===== src/msi_pkg.sv =====
`timescale 1ns / 1ps
// ----------------------------------------------------------------------------
// msi_pkg
// Shared types, mode codes and configuration constants of the motor safety
// interlock.
// ----------------------------------------------------------------------------
package msi_pkg;

    localparam int TIMER_BITS_DEFAULT = 16;

    localparam int CFG_IDX_W  = 1;
    localparam int CFG_DATA_W = 16;

    localparam logic [CFG_IDX_W-1:0] CFG_FLASH_HALF_PERIOD  = 1'b0;
    localparam logic [CFG_IDX_W-1:0] CFG_FAULT_PULSE_LENGTH = 1'b1;

    localparam logic [CFG_DATA_W-1:0] FLASH_HALF_PERIOD_RST  = 16'd2000;
    localparam logic [CFG_DATA_W-1:0] FAULT_PULSE_LENGTH_RST = 16'd500;

    localparam logic [1:0] MODE_NOT_READY = 2'd0;
    localparam logic [1:0] MODE_READY     = 2'd1;
    localparam logic [1:0] MODE_RUNNING   = 2'd2;

    typedef struct packed {
        logic start_button;
        logic stop_button;
        logic guard_switch;
        logic temp_switch;
    } t_pins;

    typedef struct packed {
        logic       motor_run;
        logic       ready_lamp;
        logic       temp_fault_lamp;
        logic       guard_fault_lamp;
        logic [1:0] mode_status;
    } t_result;

    typedef struct packed {
        logic [CFG_DATA_W-1:0] flash_half_period;
        logic [CFG_DATA_W-1:0] fault_pulse_length;
    } t_cfg;

endpackage


===== src/msi_in_if.sv =====
`timescale 1ns / 1ps
// ----------------------------------------------------------------------------
// msi_in_if
// Valid/ready channel carrying one pin sample per item.
// ----------------------------------------------------------------------------
interface msi_in_if;
    import msi_pkg::*;

    logic  valid;
    logic  ready;
    t_pins data;

    modport source (output valid, output data, input ready);
    modport sink (input valid, input data, output ready);
endinterface


===== src/msi_out_if.sv =====
`timescale 1ns / 1ps
// ----------------------------------------------------------------------------
// msi_out_if
// Valid/ready channel carrying one lamp and drive result per item.
// ----------------------------------------------------------------------------
interface msi_out_if;
    import msi_pkg::*;

    logic    valid;
    logic    ready;
    t_result data;

    modport source (output valid, output data, input ready);
    modport sink (input valid, input data, output ready);
endinterface


===== src/msi_cfg_regs.sv =====
`timescale 1ns / 1ps
// ----------------------------------------------------------------------------
// msi_cfg_regs
// Flash period and fault pulse length registers behind the write port.
// ----------------------------------------------------------------------------
module msi_cfg_regs (
    input  logic                            i_clk,
    input  logic                            i_rst_n,
    input  logic                            i_cfg_we,
    input  logic [msi_pkg::CFG_IDX_W-1:0]   i_cfg_idx,
    input  logic [msi_pkg::CFG_DATA_W-1:0]  i_cfg_data,
    output msi_pkg::t_cfg                   o_cfg
);
    import msi_pkg::*;

    t_cfg r_cfg;

    always_ff @(posedge i_clk) begin
        if (!i_rst_n) begin
            r_cfg.flash_half_period  <= FLASH_HALF_PERIOD_RST;
            r_cfg.fault_pulse_length <= FAULT_PULSE_LENGTH_RST;
        end else if (i_cfg_we) begin
            unique case (i_cfg_idx)
                CFG_FLASH_HALF_PERIOD:  r_cfg.flash_half_period  <= i_cfg_data;
                CFG_FAULT_PULSE_LENGTH: r_cfg.fault_pulse_length <= i_cfg_data;
                default: ;
            endcase
        end
    end

    assign o_cfg = r_cfg;
endmodule


===== src/msi_core.sv =====
`timescale 1ns / 1ps
// ----------------------------------------------------------------------------
// msi_core
// Edge detection, mode keeping, flash and fault pulse timers. Forms the
// result for the current sample and commits the new state on i_step.
// ----------------------------------------------------------------------------
module msi_core #(
    parameter int TIMER_BITS = msi_pkg::TIMER_BITS_DEFAULT
) (
    input  logic              i_clk,
    input  logic              i_rst_n,
    input  logic              i_step,
    input  msi_pkg::t_pins    i_pins,
    input  msi_pkg::t_cfg     i_cfg,
    output msi_pkg::t_result  o_result
);
    import msi_pkg::*;

    logic [1:0]            r_mode;
    t_pins                 r_prev;
    logic [TIMER_BITS-1:0] r_flash_count;
    logic                  r_flash_level;
    logic [TIMER_BITS-1:0] r_temp_count;
    logic [TIMER_BITS-1:0] r_guard_count;
    logic                  r_was_running;

    logic [1:0]            n_mode;
    logic [TIMER_BITS-1:0] n_flash_count;
    logic                  n_flash_level;
    logic [TIMER_BITS-1:0] n_temp_count;
    logic [TIMER_BITS-1:0] n_guard_count;
    logic                  n_was_running;

    logic [31:0]           w_period_wide;
    logic [31:0]           w_pulse_wide;
    logic [TIMER_BITS-1:0] w_period_raw;
    logic [TIMER_BITS-1:0] w_period;
    logic [TIMER_BITS-1:0] w_pulse;
    logic [TIMER_BITS-1:0] w_flash_inc;
    t_pins                 w_rise;
    logic                  w_fault_rise;
    logic                  w_temp_lit;
    logic                  w_guard_lit;
    logic                  w_lamp;

    // Keep only the low TIMER_BITS bits of each register (zero-extend when wider)
    assign w_period_wide = 32'(i_cfg.flash_half_period);
    assign w_pulse_wide  = 32'(i_cfg.fault_pulse_length);
    assign w_period_raw  = w_period_wide[TIMER_BITS-1:0];
    assign w_pulse       = w_pulse_wide[TIMER_BITS-1:0];
    assign w_period      = (w_period_raw == '0) ? TIMER_BITS'(1) : w_period_raw;

    assign w_rise       = i_pins & ~r_prev;
    assign w_fault_rise = w_rise.stop_button | w_rise.guard_switch | w_rise.temp_switch;
    assign w_flash_inc  = r_flash_count + TIMER_BITS'(1);

    always_comb begin
        n_mode        = r_mode;
        n_flash_count = r_flash_count;
        n_flash_level = r_flash_level;
        n_temp_count  = r_temp_count;
        n_guard_count = r_guard_count;
        n_was_running = r_was_running;

        if (w_fault_rise) begin
            if (r_mode != MODE_NOT_READY) begin
                n_flash_count = '0;
                n_flash_level = 1'b0;
            end
            n_mode = MODE_NOT_READY;
            if (w_rise.temp_switch) begin
                n_temp_count = w_pulse;
            end
            if (w_rise.guard_switch) begin
                if (r_was_running) begin
                    n_guard_count = w_pulse;
                end
                n_was_running = 1'b0;
            end
        end else if (r_mode == MODE_READY && w_rise.start_button) begin
            n_mode = MODE_RUNNING;
        end

        if (n_mode == MODE_NOT_READY &&
            !(i_pins.stop_button | i_pins.guard_switch | i_pins.temp_switch)) begin
            n_mode = MODE_READY;
        end

        w_lamp = n_flash_level;
        if (n_mode == MODE_READY) begin
            n_temp_count  = '0;
            n_guard_count = '0;
            w_lamp        = 1'b1;
        end else if (n_mode == MODE_RUNNING) begin
            n_was_running = 1'b1;
            w_lamp        = 1'b0;
        end else if (r_mode == MODE_NOT_READY) begin
            // Still not ready: advance the flash timer
            if (w_flash_inc >= w_period) begin
                n_flash_count = '0;
                n_flash_level = ~r_flash_level;
            end else begin
                n_flash_count = w_flash_inc;
            end
            w_lamp = n_flash_level;
        end

        w_temp_lit  = (n_temp_count != '0);
        w_guard_lit = (n_guard_count != '0);
        // Pulse timers count down after the lamps are taken
        if (w_temp_lit) begin
            n_temp_count = n_temp_count - TIMER_BITS'(1);
        end
        if (w_guard_lit) begin
            n_guard_count = n_guard_count - TIMER_BITS'(1);
        end
    end

    assign o_result.motor_run        = (n_mode == MODE_RUNNING);
    assign o_result.ready_lamp       = w_lamp;
    assign o_result.temp_fault_lamp  = w_temp_lit;
    assign o_result.guard_fault_lamp = w_guard_lit;
    assign o_result.mode_status      = n_mode;

    always_ff @(posedge i_clk) begin
        if (!i_rst_n) begin
            r_mode        <= MODE_NOT_READY;
            r_prev        <= '0;
            r_flash_count <= '0;
            r_flash_level <= 1'b0;
            r_temp_count  <= '0;
            r_guard_count <= '0;
            r_was_running <= 1'b0;
        end else if (i_step) begin
            r_mode        <= n_mode;
            r_prev        <= i_pins;
            r_flash_count <= n_flash_count;
            r_flash_level <= n_flash_level;
            r_temp_count  <= n_temp_count;
            r_guard_count <= n_guard_count;
            r_was_running <= n_was_running;
        end
    end
endmodule


===== src/motor_safety_interlock.sv =====
`timescale 1ns / 1ps
// ----------------------------------------------------------------------------
// motor_safety_interlock
// Start/stop interlock with guard and over-temperature faults, flashing
// ready lamp and fault lamp pulses; one pin sample in, one result out.
// ----------------------------------------------------------------------------
//   channel    dir  handshake    payload
//   i_item     in   valid/ready  start, stop, guard, temp pin levels
//   o_result   out  valid/ready  motor_run, lamps, mode_status
//   i_cfg_*    in   write enable flash_half_period, fault_pulse_length
//
// From acceptance to result an item passes the input register, then the result register.
// One item per cycle sustained; the whole pipe holds while o_result stalls.
// Synchronous reset clears mode, timers, edge history and both valid flags;
// configuration returns to 2000 and 500 ticks.
// ----------------------------------------------------------------------------
module motor_safety_interlock #(
    parameter int TIMER_BITS = msi_pkg::TIMER_BITS_DEFAULT
) (
    input  logic                            i_clk,
    input  logic                            i_rst_n,
    msi_in_if.sink                          i_item,
    msi_out_if.source                       o_result,
    input  logic                            i_cfg_we,
    input  logic [msi_pkg::CFG_IDX_W-1:0]   i_cfg_idx,
    input  logic [msi_pkg::CFG_DATA_W-1:0]  i_cfg_data
);
    import msi_pkg::*;

    logic    r_in_valid;
    t_pins   r_in_pins;
    logic    r_out_valid;
    t_result r_out;

    logic    w_advance;
    logic    w_step;
    t_cfg    w_cfg;
    t_result w_result;

    assign w_advance    = !r_out_valid || o_result.ready;
    assign w_step       = r_in_valid && w_advance;
    assign i_item.ready = !r_in_valid || w_advance;

    msi_cfg_regs u_cfg (
        .i_clk      (i_clk),
        .i_rst_n    (i_rst_n),
        .i_cfg_we   (i_cfg_we),
        .i_cfg_idx  (i_cfg_idx),
        .i_cfg_data (i_cfg_data),
        .o_cfg      (w_cfg)
    );

    msi_core #(
        .TIMER_BITS (TIMER_BITS)
    ) u_core (
        .i_clk    (i_clk),
        .i_rst_n  (i_rst_n),
        .i_step   (w_step),
        .i_pins   (r_in_pins),
        .i_cfg    (w_cfg),
        .o_result (w_result)
    );

    always_ff @(posedge i_clk) begin
        if (!i_rst_n) begin
            r_in_valid  <= 1'b0;
            r_out_valid <= 1'b0;
        end else begin
            if (i_item.ready) begin
                r_in_valid <= i_item.valid;
            end
            if (w_advance) begin
                r_out_valid <= r_in_valid;
            end
        end
    end

    always_ff @(posedge i_clk) begin
        if (i_item.valid && i_item.ready) begin
            r_in_pins <= i_item.data;
        end
        if (w_step) begin
            r_out <= w_result;
        end
    end

    assign o_result.valid = r_out_valid;
    assign o_result.data  = r_out;
endmodule


===== src/flat_wrapper.sv =====
// flat-port wrapper written by rule: the top's interface ports become plain ports
module motor_safety_interlock_flat import msi_pkg::*;
#(
    parameter int TIMER_BITS = msi_pkg::TIMER_BITS_DEFAULT
)
  (i_clk, i_rst_n, i_cfg_we, i_cfg_idx, i_cfg_data, i_item_valid, i_item_data, i_item_ready, o_result_valid, o_result_data, o_result_ready);
  msi_in_if i_item_i ();
  msi_out_if o_result_i ();
  input  logic i_clk;
  input  logic i_rst_n;
  input  logic i_cfg_we;
  input  logic [msi_pkg::CFG_IDX_W-1:0] i_cfg_idx;
  input  logic [msi_pkg::CFG_DATA_W-1:0] i_cfg_data;
  input wire logic [$bits(i_item_i.valid)-1:0] i_item_valid;
  input wire logic [$bits(i_item_i.data)-1:0] i_item_data;
  output wire logic [$bits(i_item_i.ready)-1:0] i_item_ready;
  output wire logic [$bits(o_result_i.valid)-1:0] o_result_valid;
  output wire logic [$bits(o_result_i.data)-1:0] o_result_data;
  input wire logic [$bits(o_result_i.ready)-1:0] o_result_ready;
  assign i_item_i.valid = i_item_valid;
  assign i_item_i.data = i_item_data;
  assign i_item_ready = i_item_i.ready;
  assign o_result_valid = o_result_i.valid;
  assign o_result_data = o_result_i.data;
  assign o_result_i.ready = o_result_ready;
  motor_safety_interlock #(.TIMER_BITS(TIMER_BITS)) u_core (.i_clk(i_clk), .i_rst_n(i_rst_n), .i_item(i_item_i), .o_result(o_result_i), .i_cfg_we(i_cfg_we), .i_cfg_idx(i_cfg_idx), .i_cfg_data(i_cfg_data));
endmodule

===== config.mk =====
export PLATFORM = sky130hd
export DESIGN_NAME = motor_safety_interlock_flat
export DESIGN_NICKNAME = d
export VERILOG_FILES = /design/src/msi_pkg.sv /design/src/msi_in_if.sv /design/src/msi_out_if.sv /design/src/msi_cfg_regs.sv /design/src/msi_core.sv /design/src/motor_safety_interlock.sv /design/src/flat_wrapper.sv
export SDC_FILE = /design/constraint.sdc
export NUM_CORES = 1
export LEC_CHECK = 0
export BUFFER_PORTS_ARGS = -buffer_cell sky130_fd_sc_hd__buf_2
export CAP_MARGIN = 20
export CORE_MARGIN = 3
export CORE_UTILIZATION = 56
export CTS_CLUSTER_SIZE = 30
export DETAILED_ROUTE_END_ITERATION = 7
export GPL_TIMING_DRIVEN = 0
export PLACE_DENSITY_LB_ADDON = 0.12
export SLEW_MARGIN = 25
export SYNTH_ARGS = -nofsm -noshare
export SYNTH_HDL_FRONTEND = slang
export SYNTH_SLANG_ARGS = --single-unit

===== constraint.sdc =====
create_clock -name i_clk -period 3.3 [get_ports i_clk]
set_input_delay 0.495 -clock i_clk [delete_from_list [all_inputs] [get_ports i_clk]]
set_output_delay 0.495 -clock i_clk [all_outputs]
set_load 0.005 [all_outputs]

After elaboration in Yosys (flattened, before gate mapping) --
Cells that the tools add are included.
Word-level totals: bits in registers 100, latch bits 0, bits in writable memories 0, bits in read-only memories 0, input bits 26, output and inout bits 8, word-level logic and storage cells 85, memories 0
Operators by class: add/subtract/negate cells 3, multipliers 0, div/mod/pow operators 0, $lt $le $gt $ge 1, equal/unequal tests 3, shift operators 0, multiplexer cells 30, bitwise gates (word level) 8, reductions and logical operators 17
Operator list (number):
- $mux 16 | 16
- $reduce_bool 16->1 | 2
- $sub 16x1->16 const B | 2
- $add 16x1->16 const B | 1
- $ge 16x16->1 | 1
- $logic_not 16->1 | 1
- $mux 1 | 11
- $mux 2 | 3
- $and 4x4->4 | 1
- $eq 2x1->1 const B | 2
- $logic_and 1x1->1 | 4
- $logic_not 2->1 | 2
- $not 4->4 | 1
- $or 1x1->1 | 4
- $reduce_and 2->1 | 2
- $logic_not 1->1 | 3
- $eq 2x2->1 const B | 1
- $logic_or 1x1->1 | 2
- $not 1->1 | 2
- $reduce_bool 2->1 | 1

Logic depth before layout (Yosys ltp) --
word-level depth 12, gate-level depth with buffers 15, gate-level depth less buffers 14

Modules after synthesis --
Synthesis repeated with hierarchy kept, for this count alone.
Second synthesis, totals: cells, all modules 780, area total of the unflattened synthesis 6198.4 µm²
Modules (own cells, without submodules):
- msi_core | times used 1, cells an instance 627, area each 4531.8 µm², sequential area each 1121.1 µm²
- msi_cfg_regs | times used 1, cells an instance 134, area each 1262.5 µm², sequential area each 640.6 µm²
- motor_safety_interlock | times used 1, cells an instance 19, area each 404.1 µm², sequential area each 340.3 µm²

Worst setup path after synthesis --
Ideal clock, no wire load.
path kind register -> register, from register u_core.u_core.r_flash_count[2], to register u_core.u_core.r_flash_count[2], library setup time 0.070 ns, data arrival time 3.126 ns, required time 3.230 ns, setup slack 0.103 ns, stages on the path, launching flop included 16, buffers on the path 1, clock period less this slack 3.197 ns, cells stage by stage dfxtp_1 > nand4_1 > nor3_1 > and3_1 > nand3_1 > and2_1 > or2_2 > ha_1 > and4_1 > o21ai_0 > inv_1 > a22oi_1 > nor3b_2 > clkbuf_2 > o21ai_0 > a21oi_1
Between the ends: cells in the longest elaborated chain, start to end 6, elaborated cells on any way between the ends 8, classes of those cells 1 x add/sub; 1 x order compare; 6 x mux
Ends and longest elaborated chain:
- from (decl) | RTL line msi_core.sv:21 | logic [TIMER_BITS-1:0] r_flash_count;
- from (signal assigned) | RTL line msi_core.sv:137 | r_flash_count <= n_flash_count;
- $add 16x1->16 | RTL line msi_core.sv:55 | assign w_flash_inc = r_flash_count + TIMER_BITS'(1);
- $ge 16x16->1 | RTL line msi_core.sv:99 | if (w_flash_inc >= w_period) begin
- $mux 16 | RTL line msi_core.sv:99
- $mux 16 | RTL line msi_core.sv:97 | end else if (r_mode == MODE_NOT_READY) begin
- $mux 16 | RTL line msi_core.sv:94 | end else if (n_mode == MODE_RUNNING) begin
- $mux 16 * | RTL line msi_core.sv:90 | if (n_mode == MODE_READY) begin
Every way passes the cells marked *; elsewhere a longest branch is shown, timed or not. A chain may end at the register's enable or synchronous reset.

Worst setup path after layout --
from register u_core.u_core.r_flash_count[3], to register u_core.u_core.r_flash_level
Between the ends: cells in the longest elaborated chain, start to end 6
Ends and longest elaborated chain:
- $add 16x1->16 | RTL line msi_core.sv:55
- $ge 16x16->1 | RTL line msi_core.sv:99
- $mux 1 | RTL line msi_core.sv:99
- $mux 1 | RTL line msi_core.sv:97
- $mux 1 | RTL line msi_core.sv:94
- $mux 1 | RTL line msi_core.sv:90
- to (signal assigned) | RTL line msi_core.sv:138 | r_flash_level <= n_flash_level;
- to (decl) | RTL line msi_core.sv:22 | logic r_flash_level;
Every way passes these cells.

==> key figures <==
GRT
  • Initial antenna violation count: 0
  • Vias in the first global route: about 5.7k
  • Grt ovf: 0
  • First-pass GRT wire length: 29000 um
  • GRT Total Usage: 31.4%
  • Largest net degree at the start of global routing: 18

Worst setup path
  • Critical path capture point type: flop
  • Critical-path top delay cell: dfxtp_4
  • Setup CP Type: reg -> reg
  • CP Data Required Time: 3610 ps
  • CP startpoint kind: flop
  • Worst-path maximum fanout: 6
  • CP Cell Sequence: nand4_1 > nor3_2 > and3_4 > nand3_4 > and2_4 > or2_4 > ha_4 > and4_1 > o21ai_2 > inv_1 > a22oi_2 > nor3b_4 > buf_6 > nor2_1 > a211oi_1
  • Worst EP arrival: around 3500 ps
  • Crit-path max cell delay: 380 ps

Synthesis
  • Primary FF master, synth: dfxtp_1
  • Synth Register Bits: 100
  • Syn Area/Cell: 7.82 sq um
  • Post-Synthesis Cells: 772
  • YS warnings: 0
  • Async S/R FF share, synth: 0%
  • Mapped Area: 0.00604 sq mm
  • Post-synth top area share: ~30%
  • EDFF count, synth: 10
  • Top cells by area, synth: dfxtp_1 30%, nand2_1 8.7%, a21oi_1 6.0%
  • Cell variety after synth: 84
  • Largest area contributor in the netlist: dfxtp_1
  • Sequential area share after synthesis: a little over a third
  • Syn nets: between 800 and 900

Pwr
  • PD cells: 446 mW/mm^2
  • Sw Ratio: 34.1%
  • P_int: 0.00200 W
  • Logic gate share of total power: 27.5%
  • P_leak: about 2.7 nW
  • Psw: 0.00104 W
  • Clk pwr share: 27.2%
  • Reg power frac: ~45%
  • Peak supply drop: 0.412 mV
  • Pwr Total: 0.00304 W

Route
  • DR vias/cell: 6.20
  • DRC errors left: 0
  • Final antenna-violating net count: 0
  • Drt wl/cell: 19.0 um
  • DRT iter0 DRCs: 566
  • First-pass iteration count of the detailed router: 6
  • Via count: 5976
  • Final WL: 18300 um

Place
  • I/O Buffers: 33
  • Pre-CTS WS: -569 ps
  • DPL Wire Length: 13400 um
  • Placed Instance Area: 0.00638 sq mm
  • GP Congestion: roughly 0.95
  • Placed Instances: 941

Die
  • Initial Utilization: 58.0%
  • Std cell rows: 37
  • Core area: 0.0104 sq mm
  • Die Y-Extent: 110 um
  • Die area: ~0.012 sq mm
  • Io pins: 34
  • Die Span X: 110 um

Finish
  • Fin util: 65.4%
  • Commonest non-fill, non-tap cell in the layout: nand2_1
  • Nets: 868
  • Final instance area: 0.00682 sq mm
  • Area of the multi-input gates: roughly 0.0038 sq mm
  • Area Overhead vs Synth: 12.8%
  • Layout fillers: 929
  • Most frequent cells in the layout: 140 x nand2_1, 82 x dfxtp_1, 73 x a21oi_1, 62 x nor2_1, 41 x o21ai_0
  • Diode count: 0
  • Register area: 0.00212 sq mm
  • Share of cells above drive strength 1: around 15%
  • Post-Layout Cell Count: 964

Clock tree
  • Num CTS Buffers: 9
  • CTS tree: done
  • CTS sink count: 100
  • CTS clk-pin slew, worst paths: roughly 110 ps
  • CTS Root Cell: clkbuf_8
  • Max Root-Sink Buffers: 2
  • Later-pin clock latency in the skew report: 390 ps
  • H-Tree Depth: 3

Run status
  • Outcome: completed

STA
  • Worst-margin pin slew: 990 ps
  • Worst Slack Setup Final: 146 ps
  • Period minus WS final: 3150 ps
  • Endpoints failing hold: 0
  • Clk_skew: around 12 ps
  • Slew HR: approximately a third
  • Final number of setup-violating endpoints: 0
  • Max Fclk: 0.317 GHz
  • Max-slew violations: 0
  • Final Cycle Share: 95.6%

Worst hold path
  • Hold Crit Class: in -> reg

Flow run
  • Max-cap viol count: 0
[cell families after synthesis]
| kind of cell | synth area share (%) |
|---|---|
| mux | 4.78 |
| fa+ha+maj | 3.94 |
| compound gates | 22.1 |
| buf+inv | 4.99 |
| flops | 34.8 |
| xor+xnor | 2.90 |
| simple gates | 26.5 |
[power by group through the flow]
stage / clock network (W) / registers [W] / logic, W
after global placement: 0 / 0.00140 / 0.000766
after floorplan: 0 / 0.00138 / 0.000603
after CTS: 0.000834 / 0.00138 / 0.000798
final: 0.000826 / 0.00138 / 0.000836
after global routing: 0.000889 / 0.00139 / 0.000910
after detailed placement: 0 / 0.00141 / 0.000787
[synth_stat cells (7+ instances only)]
library cell,number
or2_2,11
nor2b_1,7
mux2i_1,24
dfxtp_1,90
nand2b_1,11
a22oi_1,8
clkbuf_1,32
nor2_1,63
ha_1,19
and2_1,11
a21oi_1,73
nor3_1,13
edfxtp_1,10
o211ai_1,12
nand2_1,140
inv_1,22
xnor2_1,16
nand3_1,24
o21ai_0,43
nor4_1,14
[sequential cells by signal (all words and copies together) (netlist names)]
register                     flops
u_core.o_result.data             6
u_core.u_core.r_flash_level      1
u_core.u_core.r_prev             4
u_core.r_in_pins                 4
u_core.r_in_valid                1
u_core.o_result.valid            1
u_core.u_core.r_was_running      1
u_core.u_core.r_mode             2
u_core.u_core.r_guard_count     16
u_core.u_core.r_temp_count      16
u_core.u_cfg.o_cfg              32
u_core.u_core.r_flash_count     16
[area by class of cell]
class	count	area share, %
flip-flops and latches	100	31.1
well taps	136	2.50
plain buffers	43	3.16
inverters	24	1.32
multi-input cells	603	55.4
clock buffers	13	2.66
repair buffers	42	3.47
clock inverters	3	0.367
[final timing paths]
kind,cells past startpoint,slack [ps],to,startpoint
worst max-delay path,15,150,u_core.u_core.r_flash_level,u_core.u_core.r_flash_count[3]
worst min register to register,2,470,u_core.u_core.r_prev[2],u_core.u_core.r_prev[2]
worst max register to register,15,150,u_core.u_core.r_flash_level,u_core.u_core.r_flash_count[3]
worst min-delay path,1,270,u_core.r_in_pins[0],i_item_data[0]
[what timing repair did]
item / 4_1_cts / 5_1_grt
resized for setup: 11 / 35
buffers inserted: 2 / 7
cloned: 0 / 0
setup endpoints to repair: 26 / 26
pin swaps: 1 / 9
hold buffers: 0 / 0
[per-layer routing]
metal	part of all wire (%)	track usage, %
met1	42	40.2
met2	48	51.6
met3	8.1	8.04
met4	2.2	9.80
met5	0	0
[worst max-delay path, delay by kind of cell, from the launching register on]
| family | cells | cell delay [ps] |
|---|---|---|
| flops | 1 | 380 |
| fa+ha+maj | 1 | 240 |
| buf+inv | 2 | 240 |
| simple gates | 9 | 1740 |
| compound gates | 3 | 490 |
[stage by stage]
step	hold WS [ps]	setup TNS, ps
6_report	274	0
3_3_place_gp	440	-7270
2_1_floorplan	431	0
4_1_cts	261	-2.14
3_5_place_dp	454	-8510
5_1_grt	253	-47.2
Power figures use the tool's default switching activity.
